<file path="src/cdc_pkg.sv">
// Package for the calendar date counter: widths, codes, types and calendar helpers.
`timescale 1ns / 1ps

package cdc_pkg;

    // Field widths
    localparam int YEAR_W   = 14;
    localparam int DAY_W    = 5;
    localparam int MON_W    = 4;
    localparam int IN_DAY_W = 6;
    localparam int CNT_W    = 16;
    localparam int CMD_W    = 3;

    localparam logic [YEAR_W-1:0] YEAR_MAX   = {YEAR_W{1'b1}};
    localparam logic [YEAR_W-1:0] RESET_YEAR = YEAR_W'(2000);
    localparam logic [MON_W-1:0]  MON_JAN    = MON_W'(1);
    localparam logic [MON_W-1:0]  MON_DEC    = MON_W'(12);
    localparam logic [DAY_W-1:0]  DAY_FIRST  = DAY_W'(1);
    localparam logic [DAY_W-1:0]  DAYS_MAX   = DAY_W'(31);

    // Multiplicative inverse of an odd value modulo 2^YEAR_W (Newton steps)
    function automatic logic [YEAR_W-1:0] odd_inverse(input logic [YEAR_W-1:0] a);
        logic [YEAR_W-1:0] x;
        x = YEAR_W'(1);
        for (int i = 0; i < 5; i++) begin
            x = x * (YEAR_W'(2) - a * x);
        end
        return x;
    endfunction

    // y is a multiple of 25 exactly when y * inv(25) mod 2^W <= (2^W - 1) / 25
    localparam logic [YEAR_W-1:0] INV25     = odd_inverse(YEAR_W'(25));
    localparam logic [YEAR_W-1:0] DIV25_LIM = YEAR_W'(YEAR_MAX / 25);

    // Command codes
    typedef enum logic [CMD_W-1:0] {
        CMD_SET_DATE  = 3'd0,
        CMD_SET_DAY   = 3'd1,
        CMD_SET_MONTH = 3'd2,
        CMD_SET_YEAR  = 3'd3,
        CMD_ADVANCE   = 3'd4,
        CMD_COMPARE   = 3'd5
    } t_cmd;

    // Sequencer states
    typedef enum logic [1:0] {
        ST_IDLE,
        ST_EXEC,
        ST_ADV,
        ST_FIN
    } t_state;

    // Days in a month; zero for a month code outside 1..12
    function automatic logic [DAY_W-1:0] month_len(input logic [MON_W-1:0] m,
                                                   input logic leap);
        logic [DAY_W-1:0] len;
        unique case (m) inside
            4'd1, 4'd3, 4'd5, 4'd7, 4'd8, 4'd10, 4'd12: len = DAY_W'(31);
            4'd4, 4'd6, 4'd9, 4'd11:                    len = DAY_W'(30);
            4'd2:    len = leap ? DAY_W'(29) : DAY_W'(28);
            default: len = '0;
        endcase
        return len;
    endfunction

endpackage

</file>
<file path="src/calendar_date_counter.sv">
// Top level of the calendar date counter: date registers, command sequencer, result register.
//
//  channel | direction | handshake                  | payload
//  --------+-----------+----------------------------+------------------------------------------
//  in      | to block  | i_in_valid / o_in_stall    | i_cmd i_in_day i_in_month i_in_year
//          |           |                            | i_day_count
//  out     | from block| o_out_valid / i_out_stall  | o_cur_day o_cur_month o_cur_year
//          |           |                            | o_accepted o_is_earlier o_is_same
//          |           |                            | o_years_apart o_overflow
//
// Set/compare: result valid two cycles after the accepting edge, next item one cycle later.
// Advance: one more cycle plus one per month boundary crossed, about 1080 for the largest
// count, set by the month-step loop around the shared month-length / day-count subtract unit.
// One item is in work at a time; the next is taken once the result sits in the output register.
// A stalled output holds the result register; a following item is worked on, then waits
// in the final state with the input stalled. Synchronous active-low reset sets 01.01.2000.
`timescale 1ns / 1ps

module calendar_date_counter (
    input  logic                          i_clk,
    input  logic                          i_rst_n,
    input  logic                          i_in_valid,
    output logic                          o_in_stall,
    input  logic [cdc_pkg::CMD_W-1:0]     i_cmd,
    input  logic [cdc_pkg::IN_DAY_W-1:0]  i_in_day,
    input  logic [cdc_pkg::MON_W-1:0]     i_in_month,
    input  logic [cdc_pkg::YEAR_W-1:0]    i_in_year,
    input  logic signed [cdc_pkg::CNT_W-1:0] i_day_count,
    output logic                          o_out_valid,
    input  logic                          i_out_stall,
    output logic [cdc_pkg::DAY_W-1:0]     o_cur_day,
    output logic [cdc_pkg::MON_W-1:0]     o_cur_month,
    output logic [cdc_pkg::YEAR_W-1:0]    o_cur_year,
    output logic                          o_accepted,
    output logic                          o_is_earlier,
    output logic                          o_is_same,
    output logic [cdc_pkg::YEAR_W-1:0]    o_years_apart,
    output logic                          o_overflow
);
    import cdc_pkg::*;

    // State and stored date
    t_state               r_state, n_state;
    logic [DAY_W-1:0]     r_day, n_day;
    logic [MON_W-1:0]     r_month, n_month;
    logic [YEAR_W-1:0]    r_year, n_year;

    // Captured item
    t_cmd                 r_cmd, n_cmd;
    logic [IN_DAY_W-1:0]  r_arg_day, n_arg_day;
    logic [MON_W-1:0]     r_arg_month, n_arg_month;
    logic [YEAR_W-1:0]    r_arg_year, n_arg_year;
    logic [CNT_W-1:0]     r_cnt, n_cnt;

    // Result flags of the item in work
    logic                 r_acc, n_acc;
    logic                 r_earlier, n_earlier;
    logic                 r_same, n_same;
    logic [YEAR_W-1:0]    r_apart, n_apart;
    logic                 r_ovf, n_ovf;

    // Output register
    logic                 r_out_valid, n_out_valid;
    logic [DAY_W-1:0]     r_out_day;
    logic [MON_W-1:0]     r_out_month;
    logic [YEAR_W-1:0]    r_out_year;
    logic                 r_out_acc, r_out_earlier, r_out_same, r_out_ovf;
    logic [YEAR_W-1:0]    r_out_apart;
    logic                 w_load_out;

    // Shared date check unit operands
    logic [IN_DAY_W-1:0]  w_chk_day;
    logic [MON_W-1:0]     w_chk_month;
    logic [YEAR_W-1:0]    w_chk_year;
    logic [YEAR_W-1:0]    w_prod;
    logic                 w_div25, w_leap, w_date_ok;
    logic [DAY_W-1:0]     w_len;

    // Compare path
    logic [IN_DAY_W-1:0]  w_reg_day6;
    logic                 w_earlier, w_same, w_adj;
    logic [IN_DAY_W-1:0]  w_big_d, w_small_d;
    logic [MON_W-1:0]     w_big_m, w_small_m;
    logic [YEAR_W-1:0]    w_big_y, w_small_y, w_apart;

    // Advance path
    logic [IN_DAY_W-1:0]  w_to_next;
    logic [DAY_W-1:0]     w_room, w_cnt_lo, w_day_sum;
    logic                 w_last, w_fits, w_past_end;

    // Operand select: item fields while executing a set or compare, stored date otherwise
    always_comb begin
        w_chk_day   = {1'b0, r_day};
        w_chk_month = r_month;
        w_chk_year  = r_year;
        if (r_state == ST_EXEC) begin
            case (r_cmd) inside
                CMD_SET_DATE, CMD_COMPARE: begin
                    w_chk_day   = r_arg_day;
                    w_chk_month = r_arg_month;
                    w_chk_year  = r_arg_year;
                end
                CMD_SET_DAY:   w_chk_day   = r_arg_day;
                CMD_SET_MONTH: w_chk_month = r_arg_month;
                CMD_SET_YEAR:  w_chk_year  = r_arg_year;
                default: ;
            endcase
        end
    end

    // Leap year: divisible by 4, and not by 100 unless by 400
    assign w_prod    = YEAR_W'(w_chk_year * INV25);
    assign w_div25   = (w_prod <= DIV25_LIM);
    assign w_leap    = (w_chk_year[1:0] == 2'b00) && (!w_div25 || (w_chk_year[3:0] == 4'b0000));
    assign w_len     = month_len(w_chk_month, w_leap);
    // every YEAR_W-bit year is in range, so only day and month need checking
    assign w_date_ok = (w_chk_day != '0) && (w_chk_day <= {1'b0, w_len});

    // Compare stored date against the item's date
    assign w_reg_day6 = {1'b0, r_day};
    assign w_same     = (r_year == r_arg_year) && (r_month == r_arg_month)
                        && (w_reg_day6 == r_arg_day);
    always_comb begin
        if (r_year != r_arg_year) begin
            w_earlier = (r_year < r_arg_year);
        end else if (r_month != r_arg_month) begin
            w_earlier = (r_month < r_arg_month);
        end else begin
            w_earlier = (w_reg_day6 < r_arg_day);
        end
    end
    assign w_big_d   = w_earlier ? r_arg_day   : w_reg_day6;
    assign w_big_m   = w_earlier ? r_arg_month : r_month;
    assign w_big_y   = w_earlier ? r_arg_year  : r_year;
    assign w_small_d = w_earlier ? w_reg_day6  : r_arg_day;
    assign w_small_m = w_earlier ? r_month     : r_arg_month;
    assign w_small_y = w_earlier ? r_year      : r_arg_year;
    // anniversary not reached yet in the later year
    assign w_adj     = (w_big_m < w_small_m) || ((w_big_m == w_small_m) && (w_big_d < w_small_d));
    assign w_apart   = w_big_y - w_small_y - YEAR_W'(w_adj);

    // Month step: days until the first of next month, or room left in the last month
    assign w_to_next  = {1'b0, w_len} - {1'b0, r_day} + IN_DAY_W'(1);
    assign w_last     = (r_month == MON_DEC) && (r_year == YEAR_MAX);
    assign w_room     = DAYS_MAX - r_day;
    assign w_cnt_lo   = r_cnt[DAY_W-1:0];
    assign w_day_sum  = r_day + w_cnt_lo;
    assign w_fits     = (r_cnt < CNT_W'(w_to_next));
    assign w_past_end = (r_cnt > CNT_W'(w_room));

    // State register
    always_ff @(posedge i_clk) begin
        if (!i_rst_n) begin
            r_state <= ST_IDLE;
        end else begin
            r_state <= n_state;
        end
    end

    // Sequencer: next state and next values
    always_comb begin
        n_state     = r_state;
        n_day       = r_day;
        n_month     = r_month;
        n_year      = r_year;
        n_cmd       = r_cmd;
        n_arg_day   = r_arg_day;
        n_arg_month = r_arg_month;
        n_arg_year  = r_arg_year;
        n_cnt       = r_cnt;
        n_acc       = r_acc;
        n_earlier   = r_earlier;
        n_same      = r_same;
        n_apart     = r_apart;
        n_ovf       = r_ovf;
        w_load_out  = 1'b0;
        o_in_stall  = (r_state != ST_IDLE);

        unique case (r_state)
            ST_IDLE: begin
                if (i_in_valid) begin
                    n_cmd       = t_cmd'(i_cmd);
                    n_arg_day   = i_in_day;
                    n_arg_month = i_in_month;
                    n_arg_year  = i_in_year;
                    n_cnt       = $unsigned(i_day_count);
                    n_state     = ST_EXEC;
                end
            end
            ST_EXEC: begin
                n_acc     = 1'b0;
                n_earlier = 1'b0;
                n_same    = 1'b0;
                n_apart   = '0;
                n_ovf     = 1'b0;
                n_state   = ST_FIN;
                unique case (r_cmd)
                    CMD_SET_DATE: begin
                        if (w_date_ok) begin
                            n_day   = w_chk_day[DAY_W-1:0];
                            n_month = r_arg_month;
                            n_year  = r_arg_year;
                            n_acc   = 1'b1;
                        end
                    end
                    CMD_SET_DAY: begin
                        if (w_date_ok) begin
                            n_day = w_chk_day[DAY_W-1:0];
                            n_acc = 1'b1;
                        end
                    end
                    CMD_SET_MONTH: begin
                        if (w_date_ok) begin
                            n_month = r_arg_month;
                            n_acc   = 1'b1;
                        end
                    end
                    CMD_SET_YEAR: begin
                        if (w_date_ok) begin
                            n_year = r_arg_year;
                            n_acc  = 1'b1;
                        end
                    end
                    CMD_ADVANCE: begin
                        if (!r_cnt[CNT_W-1]) begin
                            n_acc   = 1'b1;
                            n_state = ST_ADV;
                        end
                    end
                    CMD_COMPARE: begin
                        if (w_date_ok) begin
                            n_acc     = 1'b1;
                            n_earlier = w_earlier;
                            n_same    = w_same;
                            n_apart   = w_apart;
                        end
                    end
                    default: ;
                endcase
            end
            ST_ADV: begin
                if (w_last) begin
                    // last representable month: land inside it or stop at its end
                    n_state = ST_FIN;
                    if (w_past_end) begin
                        n_day = DAYS_MAX;
                        n_ovf = 1'b1;
                    end else begin
                        n_day = w_day_sum;
                    end
                end else if (w_fits) begin
                    n_day   = w_day_sum;
                    n_state = ST_FIN;
                end else begin
                    // jump to the first of next month
                    n_cnt = r_cnt - CNT_W'(w_to_next);
                    n_day = DAY_FIRST;
                    if (r_month == MON_DEC) begin
                        n_month = MON_JAN;
                        n_year  = r_year + YEAR_W'(1);
                    end else begin
                        n_month = r_month + MON_W'(1);
                    end
                end
            end
            ST_FIN: begin
                if (!r_out_valid || !i_out_stall) begin
                    w_load_out = 1'b1;
                    n_state    = ST_IDLE;
                end
            end
            default: n_state = ST_IDLE;
        endcase
    end

    // Output valid follows load and take
    always_comb begin
        n_out_valid = r_out_valid;
        if (w_load_out) begin
            n_out_valid = 1'b1;
        end else if (r_out_valid && !i_out_stall) begin
            n_out_valid = 1'b0;
        end
    end

    // Date and output-valid registers
    always_ff @(posedge i_clk) begin
        if (!i_rst_n) begin
            r_day       <= DAY_FIRST;
            r_month     <= MON_JAN;
            r_year      <= RESET_YEAR;
            r_out_valid <= 1'b0;
        end else begin
            r_day       <= n_day;
            r_month     <= n_month;
            r_year      <= n_year;
            r_out_valid <= n_out_valid;
        end
    end

    // Item and result payload
    always_ff @(posedge i_clk) begin
        r_cmd       <= n_cmd;
        r_arg_day   <= n_arg_day;
        r_arg_month <= n_arg_month;
        r_arg_year  <= n_arg_year;
        r_cnt       <= n_cnt;
        r_acc       <= n_acc;
        r_earlier   <= n_earlier;
        r_same      <= n_same;
        r_apart     <= n_apart;
        r_ovf       <= n_ovf;
        if (w_load_out) begin
            r_out_day     <= r_day;
            r_out_month   <= r_month;
            r_out_year    <= r_year;
            r_out_acc     <= r_acc;
            r_out_earlier <= r_earlier;
            r_out_same    <= r_same;
            r_out_apart   <= r_apart;
            r_out_ovf     <= r_ovf;
        end
    end

    assign o_out_valid   = r_out_valid;
    assign o_cur_day     = r_out_day;
    assign o_cur_month   = r_out_month;
    assign o_cur_year    = r_out_year;
    assign o_accepted    = r_out_acc;
    assign o_is_earlier  = r_out_earlier;
    assign o_is_same     = r_out_same;
    assign o_years_apart = r_out_apart;
    assign o_overflow    = r_out_ovf;

endmodule

</file>
<file path="config.mk">
export PLATFORM = sky130hd
export DESIGN_NAME = calendar_date_counter
export DESIGN_NICKNAME = d
export VERILOG_FILES = /design/src/cdc_pkg.sv /design/src/calendar_date_counter.sv
export SDC_FILE = /design/constraint.sdc
export NUM_CORES = 1
export LEC_CHECK = 0
export CORE_UTILIZATION = 44
export DETAILED_ROUTE_END_ITERATION = 8
export DONT_BUFFER_PORTS = 1
export PLACE_DENSITY = 0.71
export SYNTH_ARGS = -nofsm -noshare
export SYNTH_HDL_FRONTEND = slang
export SYNTH_SLANG_ARGS = --single-unit
</file>
<file path="constraint.sdc">
create_clock -name i_clk -period 11.4 [get_ports i_clk]
set_input_delay 2.28 -clock i_clk [delete_from_list [all_inputs] [get_ports i_clk]]
set_output_delay 2.28 -clock i_clk [all_outputs]
set_load 0.005 [all_outputs]
</file>
## Yosys cells after proc, flatten, opt, wreduce, memory -nomap -nowiden

Index checks and enable logic that the tools add are counted.

| cells by class | value |
|---|---|
| multipliers | 1 |
| add/sub/neg operators | 9 |
| order comparisons | 9 |
| mux-type cells | 61 |
| reductions and logical operators | 37 |
| eq/ne operators | 40 |

Operators with widths:

| cell | number |
|---|---|
| 14-bit two-way mux | 12 |
| 16-bit two-way mux | 3 |
| 4-bit two-way mux | 11 |
| 16-bit one-hot mux with 2 select lines | 1 |
| 6-bit two-way mux | 5 |
| 14-bit one-hot mux with 2 select lines | 1 |
| 5-bit two-way mux | 5 |
| 4-bit == test (second input constant) | 6 |
| 2-bit inequality test (second input constant) | 11 |
| 4-bit by 3-bit == test with 1-bit output (second input constant) | 4 |
| 16-bit by 5-bit greater-than comparator with 1-bit output | 1 |
| 16-bit by 6-bit less-than comparator with 1-bit output | 1 |
| 16-bit by 6-bit subtractor with 16-bit output | 1 |
| 5-bit one-hot mux with 3 select lines | 1 |
| 14-bit by 1-bit adder with 14-bit output (second input constant) | 1 |
| 14-bit == test | 1 |
| 14-bit == test (second input constant) | 1 |
| 14-bit by 10-bit <= comparator with 1-bit output (second input constant) | 1 |
| 14-bit less-than comparator | 1 |
| 14-bit by 13-bit multiplier with 14-bit output (second input constant) | 1 |
| 14-bit inequality test | 1 |
| 14-bit by 1-bit subtractor with 14-bit output | 1 |
| 14-bit subtractor | 1 |
| 1-bit two-way mux | 13 |
| other kinds (42) | 72 |

| word-level totals | value |
|---|---|
| output and inout bits | 43 |
| bits of input ports | 47 |
| word-level logic and storage cells | 180 |
| register bits | 128 |

## Depth between registers and ports, before layout

| logic depth | value |
|---|---|
| depth after elaboration | 19 |
| mapped depth | 36 |

## Worst setup path after synthesis

OpenSTA, ideal clock, no wires.

| path | value |
|---|---|
| path type | flip-flop to flip-flop |
| start point | reg r_state[1] |
| end point | reg r_cnt[0], enable pin |
| library setup time | 0.394 ns |
| path slack | 2.760 ns |
| period minus slack after synthesis | 8.640 ns |
| required time | 11.006 ns |
| stages on the path, launching flop included | 31 |
| arrival | 8.246 ns |
| buffers on the path | 1 |
| cell sequence | dfxtp_1 inv_1 ha_1 o211ai_1 clkbuf_1 mux2i_1 fa_1 inv_1 ha_1 ha_1 inv_1 fa_1 fa_1 inv_1 ha_1 nand3_1 o221ai_1 a2111oi_0 a31oi_1 a211o_1 ha_1 ha_1 fa_1 inv_1 ha_1 a21o_1 a21oi_1 o21ai_0 a2111oi_4 nand2b_1 a21oi_1 |

| on the way | value |
|---|---|
| cells in the longest elaborated chain, start to end | 14 |
| elaborated cells between the ends (all ways) | 36 |
| classes of those cells | add/sub: 2; mul: 1; order compare: 2; eq/ne: 17; mux: 4; reduce/logical: 10 |

Ends and longest elaborated chain:

| what | line | RTL |
|---|---|---|
| from (decl) | calendar_date_counter.sv:43 | `t_state r_state, n_state;` |
| from (signal assigned) | calendar_date_counter.sv:156 | `r_state <= n_state;` |
| 2-bit by 1-bit == test with 1-bit output | calendar_date_counter.sv:96 | `if (r_state == ST_EXEC) begin` |
| 14-bit two-way mux | calendar_date_counter.sv:96 |  |
| 14-bit by 13-bit multiplier with 14-bit output | calendar_date_counter.sv:112 | `assign w_prod = YEAR_W'(w_chk_year * INV25);` |
| 14-bit by 10-bit <= comparator with 1-bit output | calendar_date_counter.sv:113 | `assign w_div25 = (w_prod <= DIV25_LIM);` |
| 1-bit logical NOT | calendar_date_counter.sv:114 | `assign w_leap = (w_chk_year[1:0] == 2'b00) && (!w_div25 \|\| (w_chk_year[3:0] == 4'b0000));` |
| 1-bit logical OR | calendar_date_counter.sv:114 |  |
| 1-bit logical AND | calendar_date_counter.sv:114 |  |
| 1-bit two-way mux | cdc_pkg.sv:60 | `4'd2: len = leap ? DAY_W'(29) : DAY_W'(28);` |
| 5-bit one-hot mux with 3 select lines | cdc_pkg.sv:57 | `unique case (m) inside` |
| 5-bit by 5-bit subtractor with 6-bit output | calendar_date_counter.sv:143 | `assign w_to_next = {1'b0, w_len} - {1'b0, r_day} + IN_DAY_W'(1);` |
| 6-bit by 1-bit adder with 6-bit output | calendar_date_counter.sv:143 |  |
| 16-bit by 6-bit less-than comparator with 1-bit output | calendar_date_counter.sv:148 | `assign w_fits = (r_cnt < CNT_W'(w_to_next));` |
| 2-bit inequality test (no source line) | -- |  |
| 4-bit AND reduction (no source line) (*) | -- |  |
| to (signal assigned) | calendar_date_counter.sv:307 | `r_cnt <= n_cnt;` |
| to (decl) | calendar_date_counter.sv:53 | `logic [CNT_W-1:0] r_cnt, n_cnt;` |

Mark *: on every way between the ends. The rest lies on a longest branch, timed or not.
A chain may end at the register's enable or synchronous reset.

## Final worst setup path

| path | value |
|---|---|
| start point | reg r_state[1] |
| end point | reg r_year[4] |

| on the way | value |
|---|---|
| cells in the longest elaborated chain, start to end | 14 |
| elaborated cells between the ends (all ways) | 42 |
| classes of those cells | add/sub: 2; mul: 1; order compare: 3; eq/ne: 19; mux: 6; reduce/logical: 11 |

Ends and longest elaborated chain:

| what | line | RTL |
|---|---|---|
| 2-bit by 1-bit == test with 1-bit output | calendar_date_counter.sv:96, calendar_date_counter.sv:179 |  |
| 14-bit two-way mux | calendar_date_counter.sv:96 |  |
| 14-bit by 13-bit multiplier with 14-bit output | calendar_date_counter.sv:112 |  |
| 14-bit by 10-bit <= comparator with 1-bit output | calendar_date_counter.sv:113 |  |
| 1-bit logical NOT | calendar_date_counter.sv:114 |  |
| 1-bit logical OR | calendar_date_counter.sv:114 |  |
| 1-bit logical AND | calendar_date_counter.sv:114 |  |
| 1-bit two-way mux | cdc_pkg.sv:60 |  |
| 5-bit one-hot mux with 3 select lines | cdc_pkg.sv:57 |  |
| 5-bit by 5-bit subtractor with 6-bit output | calendar_date_counter.sv:143 |  |
| 6-bit by 1-bit adder with 6-bit output | calendar_date_counter.sv:143 |  |
| 16-bit by 6-bit less-than comparator with 1-bit output | calendar_date_counter.sv:148 |  |
| 2-bit inequality test (no source line) | -- |  |
| 6-bit AND reduction (no source line) | -- |  |
| to (signal assigned) | calendar_date_counter.sv:296 | `r_year <= n_year;` |
| to (decl) | calendar_date_counter.sv:46 | `logic [YEAR_W-1:0] r_year, n_year;` |

Parallel ways exist; a longest one is shown, timed or not.

==> metrics <==
TritonCTS buffer count 17; largest net degree at the start of global routing 43; post-synth top area share 33.6%; Crit path largest cell delay 0.81 ns; clock latency on the worst-skew pair 0.43 ns; f_max 108 MHz; critical path arrival 9.52 ns; register area share after synthesis 39.3%; Syn Inst Count 954; synth-to-layout area growth 10.0%; All-Layer GR Usage 20.6%; async set-or-reset flop fraction in the synthesized netlist 0%; Distinct cells, synth 64; R2R Path Start r_state[1]$_SDFFE_PN0P_; via count 6962; number of setup buffers added after CTS 0; area of the core 0.0203 mm2; Clock Skew 0.00750 ns; Critical-path top delay cell ha_1; Die Y 146 um; num ports 90; RR Endpoint r_year[4]$_SDFFE_PN1P_; TNS Setup 0 ns; final hold vios 0; post-synthesis cell area 0.00911 mm2; critical path's top delay family adder cells; Critical path buffers and inverters 7; main area contributors after synthesis edfxtp_1, ha_1, dfxtp_1; relative slew slack 30.5%; # resized after CTS 0; reg2reg path depth 33; clock sinks 128; post-route insts no fill 1234; Hold WC Path Type register to register; Fin Hold WS 0.414 ns; Initial Utilization 44.9%; CP endpoint kind register; number of instances in the placed design 1203; # rows 52; layout cells sized above 1 5.71%; diode count 0; post-DP HPWL 16000 um; Hold Path End o_years_apart[8]$_DFFE_PP_; Hold Crit Start r_apart[8]$_SDFFCE_PN0P_; worst-margin pin slew 1.03 ns; #FFs+latches synth 128; Clock Tree Root clkbuf_16; Fill cells 1864; Critical Path Stages 33; Required @ worst endpoint 11.70 ns; unrepaired setup endpoints after global routing false; clk buf depth 2; max_cap viols 0; vias in the first global route 6598; Synth area leader edfxtp_1; CTS tree done; outcome finished clean; DRT Pass-1 Iters 5; R2R setup slack 2.18 ns; Hold Path Stages 0; Syn Area/Cell 9.55 um2; critical path class register to register; Die W 146 um; register area 0.00358 mm2; Final Setup Violations 0; DRC 0; critical path launch point type register; Initial DRC Count 529; initial antenna violation count 0; DRT Wirelength 21300 um; period utilisation layout 80.9%; routed vias/inst 5.64; GPL Wtd Cong 0.863; Nets 1121; crit-path max FO 27; Synth warnings 0; most used cell, CP ha_1; first-pass GRT wire length 34500 um; antenna-violating nets left 0; Syn Nets 1123; Die ar. 0.0213 mm2; Max H-tree Level 4; CTS clock-pin slew for the worst setup and hold paths 0.06 ns; dominant synthesized flop cell edfxtp_1; number of synthesized flops with an enable pin 102; number of buffers added on ports 0; drt wl/cell 17.2 um; fin crit period 9.22 ns; Final Max Tran Viols 0; multi-input logic area 0.00502 mm2; hold buffer count at CTS 0; grt total ovfl 0
[metrics by stage]
stage,utilization [%],setup slack (ns),area (um2)
after global placement,46.3,2.40,9410
after floorplan,-,2.76,9110
after detailed placement,46.3,2.18,9410
after CTS,49.4,2.18,10000
after global routing,49.4,1.57,10000
final,49.4,2.18,10000
[flip-flops by register name (all words and copies together), names as in the netlist, 6 cells and up]
signal         flops
r_cnt             16
o_cur_year        14
o_years_apart     14
r_apart           14
r_arg_year        14
r_year            14
r_arg_day          6
[worst max path at each step]
stage	from	end	slack (ns)
CTS	r_state[1]$_SDFFE_PN0P_	r_year[4]$_SDFFE_PN1P_	2.18
global route	r_state[1]$_SDFFE_PN0P_	r_year[4]$_SDFFE_PN1P_	1.57
detailed placement	r_state[1]$_SDFFE_PN0P_	r_year[4]$_SDFFE_PN1P_	2.18
global placement	r_state[1]$_SDFFE_PN0P_	r_year[13]$_SDFFE_PN0P_	2.40
finish	r_state[1]$_SDFFE_PN0P_	r_year[4]$_SDFFE_PN1P_	2.18
floorplan	r_state[1]$_SDFFE_PN0P_	r_cnt[0]$_DFFE_PP_	2.76
[cell type report]
type | instances | share of cell area, %
flip-flops and latches | 128 | 35.7
clock buffers | 18 | 4.28
inverters | 111 | 4.16
multi-input cells | 688 | 50.1
repair buffers | 6 | 0.449
clock inverters | 13 | 1.87
well taps | 270 | 3.37
[cell usage in the layout, fill, tap and decap left out, drive strengths merged, types with 14 or more instances in the layout]
cell type | Yosys | layout
inv | 111 | 112
nor2 | 107 | 107
ha | 106 | 106
edfxtp | 102 | 102
a21oi | 63 | 63
o21ai | 58 | 58
nand2 | 56 | 56
xnor2 | 31 | 31
dfxtp | 26 | 26
a21o | 21 | 21
nand3 | 18 | 18
clkbuf | 24 | 18
fa | 16 | 16
xor2 | 14 | 14
a211oi | 14 | 14
[synth_stat cells (10+ instances only)]
| library cell | instances |
|---|---|
| dfxtp_1 | 26 |
| o21ai_0 | 56 |
| mux2i_1 | 12 |
| and2_1 | 10 |
| edfxtp_1 | 102 |
| clkbuf_1 | 24 |
| nor3_1 | 13 |
| xor2_1 | 14 |
| nand4_1 | 12 |
| nand3_1 | 18 |
| a21oi_1 | 63 |
| inv_1 | 111 |
| ha_1 | 106 |
| fa_1 | 16 |
| nand2_1 | 56 |
| a21o_1 | 21 |
| nor2_1 | 106 |
| xnor2_1 | 31 |
| a211oi_1 | 13 |
| nand2b_1 | 11 |
| o22ai_1 | 10 |
[cell families (layout without fill, tap and decap cells)]
family                     Yosys count  in the layout  share of synthesized area [%]
xor gates and xnor gates            45             45                           4.33
buffers and inverters              138            148                           5.71
muxes                               16             16                           1.81
and+or+nand+nor                    263            263                           13.5
DFF                                128            128                           39.3
AOI/OAI and AO/OA                  242            242                           17.3
adders and majority gates          122            122                           18.1
[metal layers]
metal  wire, um  track usage, %  share of wire, %  vias to the layer above
met5          0               0                 0                        -
met4        285            6.53               1.3                        0
met3       1510            4.98               7.1                       25
met2       9720            32.9                46                      225
met1       9770            27.6                46                     3286
li1           -               -                 -                     3426
Power is not shown: default switching activity piles up to over one toggle a cycle in this logic, so the estimate is an artifact.
